File: src/rtl/core/lari_pkg.sv
// Package for the lens angle/radius lookup and interpolation block.
// Holds widths, operation and register codes, controller types and helpers.
// No dependencies.
package lari_pkg;

  localparam int TABLE_DEPTH = 1024;
  localparam int IDX_W       = $clog2(TABLE_DEPTH);
  localparam int PT_W        = IDX_W + 1;
  localparam int VALUE_W     = 24;
  localparam int STEP_W      = 24;
  localparam int SIZE_W      = 11;
  localparam int CFG_IDX_W   = 4;
  localparam int END_W       = STEP_W + PT_W;
  localparam int PROD_W      = 2 * VALUE_W;
  localparam int ACC_W       = PROD_W + 1;
  localparam int DIV_CNT_W   = $clog2(ACC_W);

  localparam logic [CFG_IDX_W-1:0] CFG_ANGLE_STEP = CFG_IDX_W'(0);
  localparam logic [CFG_IDX_W-1:0] CFG_TABLE_SIZE = CFG_IDX_W'(1);

  localparam logic [STEP_W-1:0] STEP_RESET = STEP_W'(1830);
  localparam logic [SIZE_W-1:0] SIZE_RESET = SIZE_W'(1024);

  typedef enum logic [1:0] {
    OP_LOAD      = 2'd0,
    OP_TO_RADIUS = 2'd1,
    OP_TO_ANGLE  = 2'd2,
    OP_NONE      = 2'd3
  } op_t;

  typedef enum logic [4:0] {
    CMD_NONE, CMD_LATCH, CMD_END_MUL, CMD_END_SET,
    CMD_RES_ZERO, CMD_RES_LAST, CMD_RES_END,
    CMD_DIV_K, CMD_K_SET, CMD_K_MUL, CMD_FRAC, CMD_MUL_B, CMD_MUL_U, CMD_ACC,
    CMD_DIV_I, CMD_RES_Q,
    CMD_SRCH_INIT, CMD_SRCH_RD, CMD_SRCH_CMP, CMD_BASE_RD, CMD_PB, CMD_PU,
    CMD_RES_BASE, CMD_D_MUL, CMD_DIV_D, CMD_RES_ADD, CMD_PUSH
  } cmd_t;

  typedef enum logic [4:0] {
    S_IDLE, S_END_MUL, S_END_SET, S_DECIDE,
    S_K_DIV, S_K_WAIT, S_K_SET, S_K_MUL, S_FRAC, S_MUL_B, S_MUL_U, S_ACC,
    S_I_DIV, S_I_WAIT, S_I_RES,
    S_SRCH_INIT, S_SRCH, S_SRCH_CMP, S_PB, S_PU, S_DEG,
    S_D_DIV, S_D_WAIT, S_D_RES, S_DONE
  } state_t;

  typedef struct packed {
    op_t  op;
    logic ge_end;
    logic gt_last;
    logic more;
    logic degen;
    logic div_done;
    logic out_free;
  } dp_status_t;

  function automatic logic [VALUE_W-1:0] sat_value(input logic [END_W-1:0] x);
    logic [VALUE_W-1:0] r;
    r = (|x[END_W-1:VALUE_W]) ? {VALUE_W{1'b1}} : x[VALUE_W-1:0];
    return r;
  endfunction

endpackage

File: src/rtl/core/lari_ctrl.sv
// Controller: sequences load, angle-to-radius and radius-to-angle requests.
// Depends on lari_pkg.
module lari_ctrl (
  input  logic                 clk,
  input  logic                 rst,
  input  logic                 req_valid,
  output logic                 req_ready,
  input  lari_pkg::dp_status_t stat,
  output lari_pkg::cmd_t       cmd
);
  import lari_pkg::*;

  state_t state, state_next;

  always_ff @(posedge clk) begin
    if (rst) state <= S_IDLE;
    else     state <= state_next;
  end

  always_comb begin
    state_next = state;
    unique case (state)
      S_IDLE:      if (req_valid) state_next = S_END_MUL;
      S_END_MUL:   state_next = S_END_SET;
      S_END_SET:   state_next = S_DECIDE;
      S_DECIDE: begin
        unique case (stat.op)
          OP_TO_RADIUS: state_next = stat.ge_end ? S_DONE : S_K_DIV;
          OP_TO_ANGLE:  state_next = stat.gt_last ? S_DONE : S_SRCH_INIT;
          default:      state_next = S_DONE;
        endcase
      end
      S_K_DIV:     state_next = S_K_WAIT;
      S_K_WAIT:    if (stat.div_done) state_next = S_K_SET;
      S_K_SET:     state_next = S_K_MUL;
      S_K_MUL:     state_next = S_FRAC;
      S_FRAC:      state_next = S_MUL_B;
      S_MUL_B:     state_next = S_MUL_U;
      S_MUL_U:     state_next = S_ACC;
      S_ACC:       state_next = S_I_DIV;
      S_I_DIV:     state_next = S_I_WAIT;
      S_I_WAIT:    if (stat.div_done) state_next = S_I_RES;
      S_I_RES:     state_next = S_DONE;
      S_SRCH_INIT: state_next = S_SRCH;
      S_SRCH:      state_next = stat.more ? S_SRCH_CMP : S_PB;
      S_SRCH_CMP:  state_next = S_SRCH;
      S_PB:        state_next = S_PU;
      S_PU:        state_next = S_DEG;
      S_DEG:       state_next = stat.degen ? S_DONE : S_D_DIV;
      S_D_DIV:     state_next = S_D_WAIT;
      S_D_WAIT:    if (stat.div_done) state_next = S_D_RES;
      S_D_RES:     state_next = S_DONE;
      S_DONE:      if (stat.out_free) state_next = S_IDLE;
      default:     state_next = S_IDLE;
    endcase
  end

  always_comb begin
    cmd       = CMD_NONE;
    req_ready = 1'b0;
    unique case (state)
      S_IDLE: begin
        req_ready = 1'b1;
        if (req_valid) cmd = CMD_LATCH;
      end
      S_END_MUL: cmd = CMD_END_MUL;
      S_END_SET: cmd = CMD_END_SET;
      S_DECIDE: begin
        unique case (stat.op)
          OP_TO_RADIUS: cmd = stat.ge_end ? CMD_RES_LAST : CMD_NONE;
          OP_TO_ANGLE:  cmd = stat.gt_last ? CMD_RES_END : CMD_NONE;
          default:      cmd = CMD_RES_ZERO;
        endcase
      end
      S_K_DIV:     cmd = CMD_DIV_K;
      S_K_SET:     cmd = CMD_K_SET;
      S_K_MUL:     cmd = CMD_K_MUL;
      S_FRAC:      cmd = CMD_FRAC;
      S_MUL_B:     cmd = CMD_MUL_B;
      S_MUL_U:     cmd = CMD_MUL_U;
      S_ACC:       cmd = CMD_ACC;
      S_I_DIV:     cmd = CMD_DIV_I;
      S_I_RES:     cmd = CMD_RES_Q;
      S_SRCH_INIT: cmd = CMD_SRCH_INIT;
      S_SRCH:      cmd = stat.more ? CMD_SRCH_RD : CMD_BASE_RD;
      S_SRCH_CMP:  cmd = CMD_SRCH_CMP;
      S_PB:        cmd = CMD_PB;
      S_PU:        cmd = CMD_PU;
      S_DEG:       cmd = stat.degen ? CMD_RES_BASE : CMD_D_MUL;
      S_D_DIV:     cmd = CMD_DIV_D;
      S_D_RES:     cmd = CMD_RES_ADD;
      S_DONE:      if (stat.out_free) cmd = CMD_PUSH;
      default:     cmd = CMD_NONE;
    endcase
  end

endmodule
File: config.mk
export PLATFORM = sky130hd
export DESIGN_NAME = lari_ctrl
export DESIGN_NICKNAME = d
export VERILOG_FILES = /design/src/rtl/core/lari_pkg.sv /design/src/rtl/core/lari_ctrl.sv
export SDC_FILE = /design/constraint.sdc
export NUM_CORES = 1
export LEC_CHECK = 0
export BUFFER_PORTS_ARGS = -buffer_cell sky130_fd_sc_hd__buf_4
export CORE_ASPECT_RATIO = 1.4
export CORE_MARGIN = 2
export CORE_UTILIZATION = 45
export DETAILED_ROUTE_END_ITERATION = 8
export PLACE_DENSITY = 0.68
export SLEW_MARGIN = 15
export SYNTH_ARGS = -nofsm -noshare
export SYNTH_HDL_FRONTEND = slang
export SYNTH_SLANG_ARGS = --single-unit
File: constraint.sdc
create_clock -name clk -period 1.9 [get_ports clk]
set_clock_uncertainty 0.1 [all_clocks]
set_input_delay 0.095 -clock clk [delete_from_list [all_inputs] [get_ports clk]]
set_output_delay 0.095 -clock clk [all_outputs]
set_load 0.01 [all_outputs]
== Yosys cells after proc, flatten, opt, wreduce, memory -nomap -nowiden ==
Cells that the tools add are included.

* Bits in registers: 5

* Equal/unequal tests: 31
* Reduce and logical (&&, ||, !) cells: 4
* Multiplexer cells: 20

{| class="wikitable"
|+ Operators with widths
! kind !! number
|-
| $pmux 5 s23 || 1
|-
| $pmux 5 s22 || 1
|-
| $eq 5x5->1 const B || 9
|-
| $eq 5x4->1 const B || 8
|-
| $mux 5 || 8
|-
| $eq 5x3->1 const B || 4
|-
| $eq 5x2->1 const B || 2
|-
| $ne 2x2->1 const B || 5
|-
| $pmux 5 s2 || 1
|-
| $mux 3 || 2
|-
| $pmux 3 s2 || 1
|-
| $eq 5x1->1 const B || 1
|-
| $logic_not 5->1 || 1
|-
| $reduce_and 5->1 || 1
|-
| $mux 2 || 2
|-
| $mux 4 || 1
|-
| $reduce_or 2->1 || 2
|-
| $mux 1 || 3
|-
| $eq 2x1->1 const B || 1
|-
| $eq 2x2->1 const B || 1
|}

== Depth between registers and ports, before layout ==
* Word-level depth: 3
* Gate-level depth with buffers: 7

== Worst setup path after synthesis ==
Ideal clock, no wire load.

* Path type: reg-to-output
* Start: reg state[2]
* End: out cmd[0]
* Path slack: 466 ps
* Path buffers: 3
* Required time: 1705 ps
* Cell stages (with the launch flop): 7
* Arrival: 1239 ps
* Cell sequence: dfxtp_1 buf_6 buf_6 buf_6 a2111oi_2 nor2_1 o22ai_1

* Longest elaborated chain between the ends: 2

{| class="wikitable"
|+ RTL lines
! item !! line !! RTL
|-
| from (decl) || lari_ctrl.sv:13 || <nowiki>state_t state, state_next;</nowiki>
|-
| from (signal assigned) || lari_ctrl.sv:17 || <nowiki>else state <= state_next;</nowiki>
|-
| $eq 5x5->1 (tied with other cells) || lari_ctrl.sv:61 || <nowiki>unique case (state)</nowiki>
|-
| $pmux 5 s22 (*) || lari_ctrl.sv:61 ||
|-
| to (decl) || lari_ctrl.sv:9 || <nowiki>output lari_pkg::cmd_t cmd</nowiki>
|}

Mark *: on every way between the ends. The rest lies on a longest branch, timed or not.

== Final worst setup path ==
* Start: reg state[3]
* End: out cmd[4]

Same word-level chain as after synthesis.

==> impl_metrics.toml <==
[routing]
wl_per_cell_um = 14.04
wl_mm = 2.400
firstDrtPassIters = 4
vias = 1051
drt_iter0_drc = 49
viasPerCell = 6.146
drc = 0
ant_nets = 0

[synth]
synthArstFlopShare_pct = 0
synth_compound_area_share_pct = 38.50
yosysWarnings = 0
syn_area_sq_um = 903.4
avgSynthCellArea_sq_um = 6.844
syn_nets = 145
synth_top_family_by_area = "compound AO/OA/AOI/OAI gates"
synth_edf_count = 0
synth_cell_type_count = 43
synthSimpleGateAreaFrac_pct = 31.02
yosys.area_share.adder_pct = 2.770
synth.ff_latch_count = 5
synth_xor_xnor_area_share_pct = 0
syn_inst = 132
synthFlopType = "dfxtp_1"
synth-seq-area-share_pct = 11.08
muxShareOfSynthArea_pct = 0

[clocking]
clock-sinks = 5
cts_buffer_depth = 2
clkTransAtPathRegs_ns = 0.04
cts_buffers = 3
htreeDepth = 1
cts_setup_buffers = 0
root_buffer = "clkbuf_4"
tritoncts = "yes"
insertion_delay_ns = 0.24

[grt]
grt_pass1_wl_mm = 4.140
grt_pass1_vias = 988
met1_usage_pct = 26.21
antenna_found_initial = 0
grt_busiest_layer = "met2"
track_usage_pct = 21.22
grt_start_max_net_pins = 29
grt_util_met2_pct = 36.61
use_met3_pct = 2.215
globalRoute.totalOverflow = 0

[critical_path]
slowest_stage = "dfxtp_2"
max_stage_delay_ns = 0.40
crit_required_ns = 1.70
crit_chain = "buf_4 > clkinv_4 > a31oi_1 > o22ai_1 > a22o_1 > buf_4"
arrival_ns = 1.55
r2r_slack_ns = 0.29
path_common_cell = "buf_4"
endpoint_kind = "output pin"
cp_max_fo = 10
cp-start-kind = "flop"
worstSetupPathType = "reg -> out"

[final_layout]
top_regs = "state x5"
seqCellArea_sq_um = 103.9
multi_input_area_sq_um = 653.1
largest-register = "state"
synthToLayoutAreaGrowth_pct = 18.42
antenna_cells = 0
n_fill_cell = 193
nets = 164
largest_reg_flops = 5
drive_gt1_share_pct = 26.67

[die]
core_sq_mm = 0.001926
die_h_um = 57.02
ios = 17
fp.dieArea_sq_mm = 0.002387
die_x_um = 41.87
rows = 19
initial_core_util_pct = 46.91

[timing]
fin_crit_ns = 1.747
setup_violations = 0
clock.fmax_mhz = 572.5
slew_headroom_pct = 73.24
finalHoldViolations = 0
rsz0062_at_grt = "false"
period_share_pct = 91.93
finalSetupTns_ns = 0
tightestPinTransition_ns = 0.3913
drv_slew = 0

[power_and_ir_drop]
power.total_uw = 837.1
ir_worst_vdd_mv = 0.3724
power.density_mw_per_mm2 = 782.5
power_leakage_nw = 0.4403

[place]
globalplace.congestion = 0.8495
dp_hpwl_mm = 1.808
port_buffers = 16

[hold_path]
worstHoldPathType = "in -> reg"

[status]
outcome = "complete, no violations"

[flow_run]
drv_cap = 0
[through the flow]
stage | setup slack [ns] | utilization, % | cell area [sq um] | instances | hold slack, ns
3_3_place_gp | 0.1681 | 53.48 | 1030 | 166 | 0.2074
3_5_place_dp | 0.1623 | 53.48 | 1030 | 166 | 0.2066
4_1_cts | 0.03602 | 55.49 | 1069 | 171 | 0.1597
6_report | 0.1533 | 55.56 | 1070 | 171 | 0.1643
2_1_floorplan | 0.4664 | - | 903.4 | 132 | 0.06407
5_1_grt | 0.02739 | 55.56 | 1070 | 171 | 0.2040
[synthesized netlist by cell type, drive strengths merged, types with 4 or more instances]
| master | instances | area share, % |
|---|---|---|
| nor2b | 4 | 2.8 |
| o21ai | 12 | 6.6 |
| nand2b | 6 | 4.2 |
| nor3 | 6 | 3.3 |
| nor2 | 5 | 2.4 |
| inv | 7 | 2.9 |
| dfxtp | 5 | 11 |
| nand2 | 14 | 6.6 |
| a31oi | 5 | 3.5 |
| o22ai | 4 | 2.8 |
| nand3 | 4 | 2.2 |
| a21oi | 12 | 6.6 |
| buf | 14 | 13 |
[repair_timing]
item,4_1_cts,5_1_grt
setup endpoints to repair,3,2
endpoints found under the hold margin,5,0
hold buffers,1,0
resized for setup,2,1
[layout by cell type (no fill, tap or decap), drive strengths merged]
cell         netlist  layout
nor3               6       6
o22ai              4       4
clkbuf             0       4
nand4              3       3
buf               14      27
nand3              4       4
or3                1       1
nor2               5       5
nand2             14      14
nor3b              2       2
a21o               2       2
nand2b             6       6
ha                 2       2
o21ai             12      12
o2111ai            1       1
dlygate4sd3        0       1
nor4               3       3
a22o               1       1
nor2b              4       4
clkinv             1       1
a311oi             1       1
a21oi             12      12
o2bb2ai            2       2
dfxtp              5       5
a31o               1       1
a31oi              5       5
a221o              1       1
o21a               1       1
a41o               1       1
a211oi             3       3
and2               1       1
nand4b             1       1
inv                7       7
a221oi             1       1
and2b              1       1
a2111oi            2       2
o31ai              2       2
[final timing paths]
kind / from / end / cells past startpoint
worst max-delay path: state[3] / cmd[4] / 6
worst max register to register: state[4] / state[3] / 6
worst min register to register: state[4] / state[4] / 2
worst min-delay path: stat[0] / state[4] / 4
[report_power, final]
group / internal (mW) / total, mW / switching, mW
Sequential: 0.125 / 0.168 / 0.0429
Combinational: 0.257 / 0.546 / 0.289
Clock: 0.0794 / 0.123 / 0.0433
[critical path: cells and delay by family (launching register included)]
family,cells,cell delay (ns)
AOI/OAI and AO/OA,3,0.48
buffers and inverters,3,0.42
DFF,1,0.40
[layout make-up]
type	instances	area share [%]
Multi-Input combinational cell	105	61.05
Timing Repair Buffer	28	21.05
Sequential cell	5	9.708
Inverter	8	3.275
Clock buffer	4	2.456
Tap cell	21	2.456
[per-layer routing]
layer  share of wire (%)  up-vias
met5                   0        -
met4                 2.5        0
met3                 3.9        8
met2                  50       34
met1                  44      480
li1                    -      529
[kinds of logic (layout without fill, tap and decap cells)]
| family | Yosys count | in the layout |
|---|---|---|
| AO/OA/AOI/OAI | 52 | 52 |
| AND/OR/NAND/NOR | 51 | 51 |
| buffers and inverters | 22 | 40 |
| flip-flops | 5 | 5 |
| adder cells (fa/ha/maj) | 2 | 2 |
Note: power is estimated with default switching activity, not from simulation.
